<file path="config.mk">
export PLATFORM = sky130hd
export DESIGN_NAME = grid_neighbor_list_2d_flat
export DESIGN_NICKNAME = d
export VERILOG_FILES = /design/src/rtl/gnl_pkg.sv /design/src/rtl/gnl_if.sv /design/src/rtl/gnl_rem_pipe.sv /design/src/rtl/grid_neighbor_list_2d.sv /design/src/flat_wrapper.sv
export SDC_FILE = /design/constraint.sdc
export NUM_CORES = 2
export LEC_CHECK = 0
export ABC_CLOCK_PERIOD_IN_PS = 23800
export BUFFER_PORTS_ARGS = -buffer_cell sky130_fd_sc_hd__buf_2
export CORE_MARGIN = 2
export CORE_UTILIZATION = 50
export CTS_CLUSTER_SIZE = 40
export DETAILED_ROUTE_END_ITERATION = 7
export PLACE_DENSITY = 0.75
export SLEW_MARGIN = 20
export SYNTH_ARGS = -nofsm -noshare
export SYNTH_HDL_FRONTEND = slang
export SYNTH_SLANG_ARGS = --single-unit
export TNS_END_PERCENT = 1
</file>
<file path="constraint.sdc">
create_clock -name clk -period 23.8 [get_ports clk]
set_input_delay 1.19 -clock clk [delete_from_list [all_inputs] [get_ports clk]]
set_output_delay 1.19 -clock clk [all_outputs]
set_load 0.01 [all_outputs]
</file>
<file path="src/rtl/gnl_pkg.sv">
// shared types and constants of the grid neighbor list block
`default_nettype none

package gnl_pkg;

    localparam int ELEM_W     = 20;
    localparam int NBR_W      = 21;
    localparam int CFG_IDX_W  = 2;
    localparam int CFG_DATA_W = 20;
    localparam int NSLOT      = 8;
    localparam int SLOT_W     = 3;
    localparam int REM_STEPS  = 4;
    localparam int REM_STAGES = ELEM_W / REM_STEPS;

    localparam logic [CFG_IDX_W-1:0] REG_COLUMNS = 2'd0;
    localparam logic [CFG_IDX_W-1:0] REG_TOTAL   = 2'd1;

    // one element on its way through the remainder pipeline
    typedef struct packed {
        logic [ELEM_W-1:0] elem;
        logic              bad;
        logic              below;
        logic              above;
    } gnl_item_t;

endpackage

`default_nettype wire

</file>
<file path="src/rtl/gnl_if.sv">
// handshake channels of the grid neighbor list block
`default_nettype none

interface gnl_req_if import gnl_pkg::*; ();
    logic              valid;
    logic              ready;
    logic [ELEM_W-1:0] element;
    modport source (output valid, output element, input ready);
    modport sink (input valid, input element, output ready);
endinterface

interface gnl_nbr_if import gnl_pkg::*; ();
    logic             valid;
    logic             ready;
    logic [NBR_W-1:0] neighbor_element;
    logic             on_edge;
    logic             last;
    modport source (output valid, output neighbor_element, output on_edge, output last,
                    input ready);
    modport sink (input valid, input neighbor_element, input on_edge, input last,
                  output ready);
endinterface

interface gnl_cfg_if import gnl_pkg::*; ();
    logic                  valid;
    logic                  ready;
    logic [CFG_IDX_W-1:0]  index;
    logic [CFG_DATA_W-1:0] data;
    modport source (output valid, output index, output data, input ready);
    modport sink (input valid, input index, input data, output ready);
endinterface

`default_nettype wire

</file>
<file path="src/rtl/gnl_rem_pipe.sv">
// pipelined restoring remainder: element modulo column count, a few bits per stage
`default_nettype none

module gnl_rem_pipe import gnl_pkg::*; (
    input  wire logic              clk,
    input  wire logic              rst_n,
    input  wire logic              in_valid,
    output logic                   in_ready,
    input  wire gnl_item_t         in_item,
    input  wire logic [ELEM_W-1:0] divisor,
    output logic                   out_valid,
    input  wire logic              out_ready,
    output gnl_item_t              out_item,
    output logic [ELEM_W-1:0]      out_rem
);

    localparam int LAST = REM_STAGES - 1;

    logic [REM_STAGES-1:0] v_reg;
    logic [REM_STAGES-1:0] adv;
    logic [REM_STAGES-1:0] dn_rdy;
    gnl_item_t             item_reg [REM_STAGES];
    logic [ELEM_W-1:0]     rem_reg [REM_STAGES];

    // shift in dividend bits msb first, subtract the divisor where it fits
    function automatic logic [ELEM_W-1:0] rem_steps(
        input logic [ELEM_W-1:0]    r_in,
        input logic [REM_STEPS-1:0] bits,
        input logic [ELEM_W-1:0]    d
    );
        logic [ELEM_W:0]   trial;
        logic [ELEM_W-1:0] r;
        r = r_in;
        for (int i = REM_STEPS - 1; i >= 0; i--)
        begin
            trial = {r, bits[i]};
            if (trial >= {1'b0, d})
            begin
                r = ELEM_W'(trial - {1'b0, d});
            end
            else
            begin
                r = trial[ELEM_W-1:0];
            end
        end
        return r;
    endfunction

    for (genvar k = 0; k < REM_STAGES; k++)
    begin : g_stg
        logic              up_v;
        gnl_item_t         up_item;
        logic [ELEM_W-1:0] up_rem;

        if (k == 0)
        begin : g_first
            assign up_v    = in_valid;
            assign up_item = in_item;
            assign up_rem  = '0;
        end
        else
        begin : g_mid
            assign up_v    = v_reg[k-1];
            assign up_item = item_reg[k-1];
            assign up_rem  = rem_reg[k-1];
        end

        if (k == LAST)
        begin : g_tail
            assign dn_rdy[k] = out_ready;
        end
        else
        begin : g_body
            assign dn_rdy[k] = adv[k+1];
        end

        // a stage moves when empty or when its content moves on
        assign adv[k] = !v_reg[k] || dn_rdy[k];

        always_ff @(posedge clk or negedge rst_n)
        begin
            if (!rst_n)
            begin
                v_reg[k] <= 1'b0;
            end
            else if (adv[k])
            begin
                v_reg[k] <= up_v;
            end
        end

        always_ff @(posedge clk)
        begin
            if (adv[k] && up_v)
            begin
                item_reg[k] <= up_item;
                rem_reg[k]  <= rem_steps(up_rem,
                    up_item.elem[ELEM_W-1-REM_STEPS*k -: REM_STEPS], divisor);
            end
        end
    end

    assign in_ready  = adv[0];
    assign out_valid = v_reg[LAST];
    assign out_item  = item_reg[LAST];
    assign out_rem   = rem_reg[LAST];

endmodule

`default_nettype wire

</file>
<file path="src/rtl/grid_neighbor_list_2d.sv">
// top level of the structured 2d grid neighbor list block
// Takes one 1-based element number per request transfer and returns its neighbors,
// one per result transfer (row below, same row, row above), each with the element's
// edge flag and last set on the final one; a zero column count or an element out of
// range gives a single zero result. An element may be accepted every cycle unless the
// pipeline behind it stalls; the result port moves one neighbor per cycle unless the
// consumer stalls it, and an element has one to eight results. A request passes an
// entry register, five remainder stages (four quotient bits each), the neighbor
// serializer and the output register. Configuration writes are taken every cycle.
`default_nettype none

module grid_neighbor_list_2d import gnl_pkg::*; #(
    parameter int unsigned MAX_ELEMENTS = 1048576
) (
    input wire logic clk,
    input wire logic rst_n,
    gnl_cfg_if.sink  cfg,
    gnl_req_if.sink  request,
    gnl_nbr_if.source neighbor
);

    localparam int W = ELEM_W + 2;

    logic [ELEM_W-1:0] columns_reg;
    logic [ELEM_W-1:0] total_reg;

    logic              p0_v_reg;
    gnl_item_t         p0_item_reg;
    gnl_item_t         p0_item_next;
    logic              p0_adv;

    logic              rem_in_ready;
    logic              rem_out_valid;
    logic              rem_out_ready;
    gnl_item_t         rem_item;
    logic [ELEM_W-1:0] rem_col;

    logic              s_v_reg;
    logic [NSLOT-1:0]  s_mask_reg;
    logic [NBR_W-1:0]  s_cand_reg [NSLOT];
    logic              s_edge_reg;
    logic [NSLOT-1:0]  mask_next;
    logic [NBR_W-1:0]  cand_next [NSLOT];
    logic              edge_next;
    logic [SLOT_W-1:0] pick;
    logic              s_final;
    logic              s_emit;
    logic              s_take;

    logic              o_v_reg;
    logic [NBR_W-1:0]  o_nbr_reg;
    logic              o_edge_reg;
    logic              o_last_reg;
    logic              o_adv;

    // configuration registers
    assign cfg.ready = 1'b1;

    always_ff @(posedge clk or negedge rst_n)
    begin
        if (!rst_n)
        begin
            columns_reg <= '0;
            total_reg   <= '0;
        end
        else if (cfg.valid)
        begin
            case (cfg.index)
                REG_COLUMNS: columns_reg <= cfg.data;
                REG_TOTAL:   total_reg   <= cfg.data;
                default:     ;
            endcase
        end
    end

    // entry stage: range check and row tests
    always_comb
    begin
        p0_item_next.elem  = request.element;
        p0_item_next.bad   = (columns_reg == '0) || (request.element == '0)
                           || (request.element > total_reg)
                           || (32'(request.element) >= 32'(MAX_ELEMENTS));
        p0_item_next.below = request.element > columns_reg;
        p0_item_next.above = ({1'b0, request.element} + {1'b0, columns_reg})
                           <= {1'b0, total_reg};
    end

    assign p0_adv        = !p0_v_reg || rem_in_ready;
    assign request.ready = p0_adv;

    always_ff @(posedge clk or negedge rst_n)
    begin
        if (!rst_n)
        begin
            p0_v_reg <= 1'b0;
        end
        else if (p0_adv)
        begin
            p0_v_reg <= request.valid;
        end
    end

    always_ff @(posedge clk)
    begin
        if (p0_adv && request.valid)
        begin
            p0_item_reg <= p0_item_next;
        end
    end

    gnl_rem_pipe u_rem (
        .clk       (clk),
        .rst_n     (rst_n),
        .in_valid  (p0_v_reg),
        .in_ready  (rem_in_ready),
        .in_item   (p0_item_reg),
        .divisor   (columns_reg),
        .out_valid (rem_out_valid),
        .out_ready (rem_out_ready),
        .out_item  (rem_item),
        .out_rem   (rem_col)
    );

    // candidate list in output order, with a mask of those that exist
    always_comb
    begin
        logic [W-1:0] e;
        logic [W-1:0] c;
        logic [W-1:0] t;
        logic [W-1:0] up;
        logic [W-1:0] v [NSLOT];
        logic [NSLOT-1:0] want;
        logic first;
        logic lastc;
        logic swap;
        e     = W'(rem_item.elem);
        c     = W'(columns_reg);
        t     = W'(total_reg);
        up    = e + c;
        first = (rem_col == ELEM_W'(1)) || (columns_reg == ELEM_W'(1));
        lastc = rem_col == '0;
        // first column above: right neighbor before the one straight up
        swap  = first && !lastc;
        v[0] = e - c - W'(1);
        v[1] = e - c;
        v[2] = e - c + W'(1);
        v[3] = e - W'(1);
        v[4] = e + W'(1);
        v[5] = swap ? up + W'(1) : up - W'(1);
        v[6] = up;
        v[7] = up + W'(1);
        want[0] = rem_item.below && !first;
        want[1] = rem_item.below;
        want[2] = rem_item.below && !lastc;
        want[3] = !first;
        want[4] = !lastc;
        want[5] = rem_item.above && (swap || !first);
        want[6] = rem_item.above;
        want[7] = rem_item.above && !swap && !lastc;
        for (int i = 0; i < NSLOT; i++)
        begin
            mask_next[i] = want[i] && !rem_item.bad && (v[i] != '0) && (v[i] <= t);
            cand_next[i] = v[i][NBR_W-1:0];
        end
        edge_next = rem_item.bad || !rem_item.below || !rem_item.above
                  || (rem_col <= ELEM_W'(1));
    end

    // serializer: lowest pending slot goes out next
    always_comb
    begin
        pick = '0;
        for (int i = NSLOT - 1; i >= 0; i--)
        begin
            if (s_mask_reg[i])
            begin
                pick = SLOT_W'(i);
            end
        end
    end

    assign s_final       = (s_mask_reg & (s_mask_reg - NSLOT'(1))) == '0;
    assign o_adv         = !o_v_reg || neighbor.ready;
    assign s_emit        = s_v_reg && o_adv;
    assign s_take        = !s_v_reg || (s_emit && s_final);
    assign rem_out_ready = s_take;

    always_ff @(posedge clk or negedge rst_n)
    begin
        if (!rst_n)
        begin
            s_v_reg <= 1'b0;
        end
        else if (s_take)
        begin
            s_v_reg <= rem_out_valid;
        end
    end

    always_ff @(posedge clk)
    begin
        if (s_take && rem_out_valid)
        begin
            s_mask_reg <= mask_next;
            s_cand_reg <= cand_next;
            s_edge_reg <= edge_next;
        end
        else if (s_emit)
        begin
            s_mask_reg <= s_mask_reg & (s_mask_reg - NSLOT'(1));
        end
    end

    // output register
    always_ff @(posedge clk or negedge rst_n)
    begin
        if (!rst_n)
        begin
            o_v_reg <= 1'b0;
        end
        else if (o_adv)
        begin
            o_v_reg <= s_v_reg;
        end
    end

    always_ff @(posedge clk)
    begin
        if (s_emit)
        begin
            o_nbr_reg  <= (s_mask_reg == '0) ? '0 : s_cand_reg[pick];
            o_edge_reg <= s_edge_reg;
            o_last_reg <= s_final;
        end
    end

    assign neighbor.valid            = o_v_reg;
    assign neighbor.neighbor_element = o_nbr_reg;
    assign neighbor.on_edge          = o_edge_reg;
    assign neighbor.last             = o_last_reg;

endmodule

`default_nettype wire

</file>
<file path="src/flat_wrapper.sv">
// flat-port wrapper written by rule: the top's interface ports become plain ports
module grid_neighbor_list_2d_flat import gnl_pkg::*;
#(
    parameter int unsigned MAX_ELEMENTS = 1048576
)
  (clk, rst_n, cfg_valid, cfg_index, cfg_data, cfg_ready, request_valid, request_element, request_ready, neighbor_valid, neighbor_neighbor_element, neighbor_on_edge, neighbor_last, neighbor_ready);
  gnl_cfg_if cfg_i ();
  gnl_req_if request_i ();
  gnl_nbr_if neighbor_i ();
  input wire logic clk;
  input wire logic rst_n;
  input wire logic [$bits(cfg_i.valid)-1:0] cfg_valid;
  input wire logic [$bits(cfg_i.index)-1:0] cfg_index;
  input wire logic [$bits(cfg_i.data)-1:0] cfg_data;
  output wire logic [$bits(cfg_i.ready)-1:0] cfg_ready;
  input wire logic [$bits(request_i.valid)-1:0] request_valid;
  input wire logic [$bits(request_i.element)-1:0] request_element;
  output wire logic [$bits(request_i.ready)-1:0] request_ready;
  output wire logic [$bits(neighbor_i.valid)-1:0] neighbor_valid;
  output wire logic [$bits(neighbor_i.neighbor_element)-1:0] neighbor_neighbor_element;
  output wire logic [$bits(neighbor_i.on_edge)-1:0] neighbor_on_edge;
  output wire logic [$bits(neighbor_i.last)-1:0] neighbor_last;
  input wire logic [$bits(neighbor_i.ready)-1:0] neighbor_ready;
  assign cfg_i.valid = cfg_valid;
  assign cfg_i.index = cfg_index;
  assign cfg_i.data = cfg_data;
  assign cfg_ready = cfg_i.ready;
  assign request_i.valid = request_valid;
  assign request_i.element = request_element;
  assign request_ready = request_i.ready;
  assign neighbor_valid = neighbor_i.valid;
  assign neighbor_neighbor_element = neighbor_i.neighbor_element;
  assign neighbor_on_edge = neighbor_i.on_edge;
  assign neighbor_last = neighbor_i.last;
  assign neighbor_i.ready = neighbor_ready;
  grid_neighbor_list_2d #(.MAX_ELEMENTS(MAX_ELEMENTS)) u_core (.clk(clk), .rst_n(rst_n), .cfg(cfg_i), .request(request_i), .neighbor(neighbor_i));
endmodule
</file>
Word-level counts from Yosys, hierarchy flattened --
Memories as Yosys holds them, arrays and structs flattened. Cells that the tools add are included.
Storage, ports and cells: register bits after elaboration 271, bits in writable memories 215, input port bits 47, output and inout port bits 26, logic and storage cells 246, memories 2
Operators by class: $add $sub $neg 30, magnitude comparators 33, equality and inequality tests 3, muxes and demuxes 64, bitwise gates (word level) 2, reductions and logical operators 85
Memories:
- u_core.u_rem.item_reg | words 5, bits a word 23, rd ports 5, clocked after memory_dff 0, write ports 5, line gnl_rem_pipe.sv:22 | gnl_item_t item_reg [REM_STAGES];
- u_core.u_rem.rem_reg | words 5, bits a word 20, rd ports 5, clocked after memory_dff 0, write ports 5, line gnl_rem_pipe.sv:23 | logic [ELEM_W-1:0] rem_reg [REM_STAGES];
Operators by type and width (count):
- $mux 20 | 40
- $ge 21x20->1 | 19
- $sub 20x20->20 | 19
- $le 22x20->1 | 8
- $reduce_bool 22->1 | 8
- $bmux 21 s3 | 1
- $logic_not 20->1 | 3
- $add 22x1->22 const B | 2
- $sub 22x1->22 const B | 2
- $add 20x20->21 | 2
- $mux 21 | 2
- $eq 20x1->1 const B | 2
- $gt 20x20->1 | 2
- $logic_and 1x1->1 | 39
- $mux 3 | 8
- $mux 22 | 1
- $add 20x1->21 const B | 1
- $le 21x20->1 | 1
- $sub 20x1->21 const B | 1
- $sub 20x20->21 | 1
- $ge 1x20->1 | 1
- $le 20x1->1 const B | 1
- $sub 1x20->20 | 1
- $logic_not 8->1 | 2
- 12 further kinds | 50

Logic depth before layout (Yosys ltp) --
word-level depth 21, depth in mapped cells 56, mapped depth without buffers 48

Hierarchy --
A second synthesis with hierarchy kept.
Second synthesis, totals: cell total of the unflattened synthesis 5284, area total of the unflattened synthesis 49661.4 um^2
By module, submodules not included:
- gnl_rem_pipe | instances 1, cells each 3248, area an instance 28758.8 um^2
- grid_neighbor_list_2d | instances 1, cells each 2036, area an instance 20902.5 um^2

Least setup slack after synthesis --
No wires, ideal clock.
path kind register to register, start register u_core.columns_reg[1], end memory u_core.u_rem.rem_reg[1][6], in the netlist u_core.u_rem.rem_reg[0][26], data pin, library setup time 261 ps, data arrival time 12762 ps, slack 10777 ps, cell stages (with the launch flop) 53, cell sequence dfrtp_1 inv_1 clkbuf_1 ha_1 nor2b_1 o31a_1 o21ai_0 a21oi_1 nor4b_2 nor2_1 nand2_1 clkbuf_1 nor2_1 a21oi_1 inv_1 ha_1 nor2b_1 o31a_1 (+17 left out) a211o_1 o21a_1 buf_2 buf_2 a21oi_1 ha_1 nor2b_1 o31a_1 o211ai_1 a211oi_1 o21ai_1 a21oi_1 a211oi_1 a21boi_0 o211ai_2 a21boi_2 buf_4 a221o_1
RTL lines:
- start: declaration | line grid_neighbor_list_2d.sv:24 | logic [ELEM_W-1:0] columns_reg;
- start signal: assignment | line grid_neighbor_list_2d.sv:69 | REG_COLUMNS: columns_reg <= cfg.data;
- end: declaration | line gnl_rem_pipe.sv:23

==> results.py <==
metrics = {
    "finish": {
        "finalInstanceArea_um2": 54700,
        "drive_above_1_share_pct": 10.1,
        "multi_input_area_um2": 34900,
        "n_fill_cell": 8994,
        "areaGrowthSynthToFinish_pct": 7.93,
        "postLayoutCoreUtil_pct": 54.5,
        "largest_reg_flops": 163,
        "fin_nets": 6275,
        "seq_area_um2": 14200,
    },
    "synthesis": {
        "ys_seq_area_share_pct": 28.0,
        "yosysWarnings": 0,
        "yosysTopAreaCell": "edfxtp_1",
        "synthesis.instances": 5464,
        "synth_edf_count": 433,
        "synthTopCellsByArea": "edfxtp_1, ha_1, xnor2_1, a21oi_1, mux2_2",
        "syn-num-nets": 6203,
        "async_reset_ff_share_pct": 9.98,
        "synth_cell_types": 125,
        "synth-main-ff-cell": "edfxtp_1",
        "synth_top_area_share_pct": 25.7,
        "synthesis.area_um2": 50700,
        "synth.most_common_cell": "ha_1",
        "synthTopCellsByCount": "ha_1, a21oi_1, edfxtp_1",
        "avgSynthCellArea_um2": 9.28,
        "ys_seq_elements": 481,
    },
    "global_route": {
        "grt-ovfl-total": 0,
        "grt_pass1_wl_mm": 250,
        "grt_usage_pct": 31.1,
        "grt_max_degree": 105,
        "grt_pass1_vias": 42900,
        "antenna_found_initial": 4,
    },
    "floorplan": {
        "die_area_um2": 104000,
        "rows": 116,
        "boundaryPins": 73,
        "die_w_um": 322,
        "core_area_um2": 100000,
        "initial_core_util_pct": 50.5,
        "fp.dieH_um": 322,
    },
    "routing": {
        "wl_per_cell_um": 23.7,
        "via_per_inst": 6.47,
        "first_pass_iters": 6,
        "drc_errors": 0,
        "first_iter_violations": 4506,
        "ant_nets": 0,
        "wl_mm": 165,
        "vias": 44900,
    },
    "clock_tree": {
        "clk_pin_slew_ns": 0.06,
        "cts_buffers": 56,
        "cts_buffer_depth": 3,
        "htreeDepth": 2,
        "postCtsSetupBuffers": 0,
        "cts_resized": 0,
        "cts.sinks": 481,
        "hold_buffers": 0,
        "clk_latency_ns": 0.67,
        "cts_tree": "built",
        "cts_root_buf": "clkbuf_16",
    },
    "min_path": {
        "min_to": "u_core.u_rem.item_reg[0][48]",
        "min_path_type": "register to register",
        "min_path_cells": 0,
        "worstHoldStart": "u_core.u_rem.item_reg[0][25]",
    },
    "timing": {
        "finalHoldViolCount": 0,
        "finalSetupTns_ns": 0,
        "tightest_slew_ns": 1.07,
        "relSlewSlack_pct": 27.9,
        "timing.fmax_ghz": 0.0713,
        "setup_viol": 0,
        "rsz0062_at_grt": "no",
        "fin_crit_ns": 14.03,
        "finalClockSkew_ns": 0.0372,
        "min_period_over_period_pct": 59.0,
        "worst_slack_ns": 9.77,
        "report.final.slew_viol_count": 0,
    },
    "placement": {
        "pre_cts_ws_ns": 10.13,
        "dpl-instance-area_um2": 52800,
        "dp_hpwl_mm": 127,
        "gp_congestion": 1.03,
        "port-buffer-count": 71,
    },
    "worst_setup_path": {
        "cpMaxStageDelayCell": "or3_1",
        "cp_max_fo": 29,
        "reg2reg_slack_ns": 9.77,
        "critPathRequiredTime_ns": 24.20,
        "slowest_delay_ns": 0.79,
        "critPathBufInv": 4,
        "r2r_start": "u_core.columns_reg[1]",
        "arrival_ns": 14.44,
        "r2r_cells": 46,
        "timing.rr.end": "u_core.u_rem.rem_reg[0][39]",
        "end_kind": "register",
        "setup.worst_path.class": "register to register",
        "cpLargestDelayFamily": "compound AO/OA/AOI/OAI gates",
        "cp-start-kind": "register",
    },
    "run": {
        "max_cap_viol_count": 0,
    },
    "run_status": {
        "status": "finished clean",
    },
}
-- per-stage QoR --
stage / cells / hold slack, ns
3_5_place_dp: 6835 / 0.405
4_1_cts: 6940 / 0.413
5_1_grt: 6941 / 0.417
3_3_place_gp: 6835 / 0.400
6_report: 6941 / 0.412
2_1_floorplan: 5464 / 0.400
-- metal layers --
metal	part of all wire, %	GRT usage [%]
met1	40	40.4
met2	44	49.2
met5	0	0
met4	6.2	17.2
met3	9.2	5.34
-- worst max-delay path by stage --
stage,startpoint,to,slack (ns),cells past startpoint
after detailed placement,u_core.columns_reg[1],u_core.u_rem.rem_reg[0][34],10.13,46
after CTS,u_core.columns_reg[1],u_core.u_rem.rem_reg[0][39],10.08,46
after global placement,u_core.columns_reg[1],u_core.u_rem.rem_reg[0][26],10.46,46
after floorplan,u_core.columns_reg[1],u_core.u_rem.rem_reg[0][26],10.78,52
final,u_core.columns_reg[1],u_core.u_rem.rem_reg[0][39],9.77,46
after global routing,u_core.columns_reg[1],u_core.u_rem.rem_reg[0][39],8.83,46
-- worst reg2reg max path, delay by kind of cell, from the launching register on --
kind	cells	cell delay, ns
compound gates	24	7.58
fa+ha+maj	4	1.32
buf+inv	4	1.36
flops	1	0.38
mux	1	0.48
simple gates	13	2.66
-- cell families after synthesis --
family	count (synthesis)	synth area share [%]
fa+ha+maj	693	17.4
buf+inv	422	3.34
simple gates	1633	16.5
other cells	1	0.00740
xor+xnor	433	7.51
compound gates	1534	20.4
mux	267	6.81
flops	481	28.0
-- cell type report --
cell class,count,share of cell area [%]
well taps,1357,3.10
inverters,284,1.96
multi-input cells,4561,63.7
repair buffers,152,1.76
clock buffers,58,2.61
clock inverters,47,0.871
flip-flops and latches,481,26.0
diodes,1,0.00457
-- cells in the final DEF (no fill, tap or decap), types with 45 or more instances in the layout --
cell       instances
o31ai_1           45
edfxtp_1         433
nor3_1           121
inv_1            275
nor2b_1           93
dfrtp_1           48
or3_1             50
buf_2             71
o21ai_0          270
o21a_1            94
nand3_1          122
and3_1            51
a21oi_1          433
o21bai_1          51
nand4_1          113
nor2_1           376
nand2_1          358
a21o_1           204
buf_4             81
clkbuf_16         57
xnor2_1          299
mux2_2           151
nor4_1            90
xor2_1           132
a211oi_1          51
nand2b_1          86
ha_1             670
mux2i_1           57
Power is left out: the tool's default activity adds up to more than one toggle a clock period on the data nets, which glitch-free logic cannot reach.
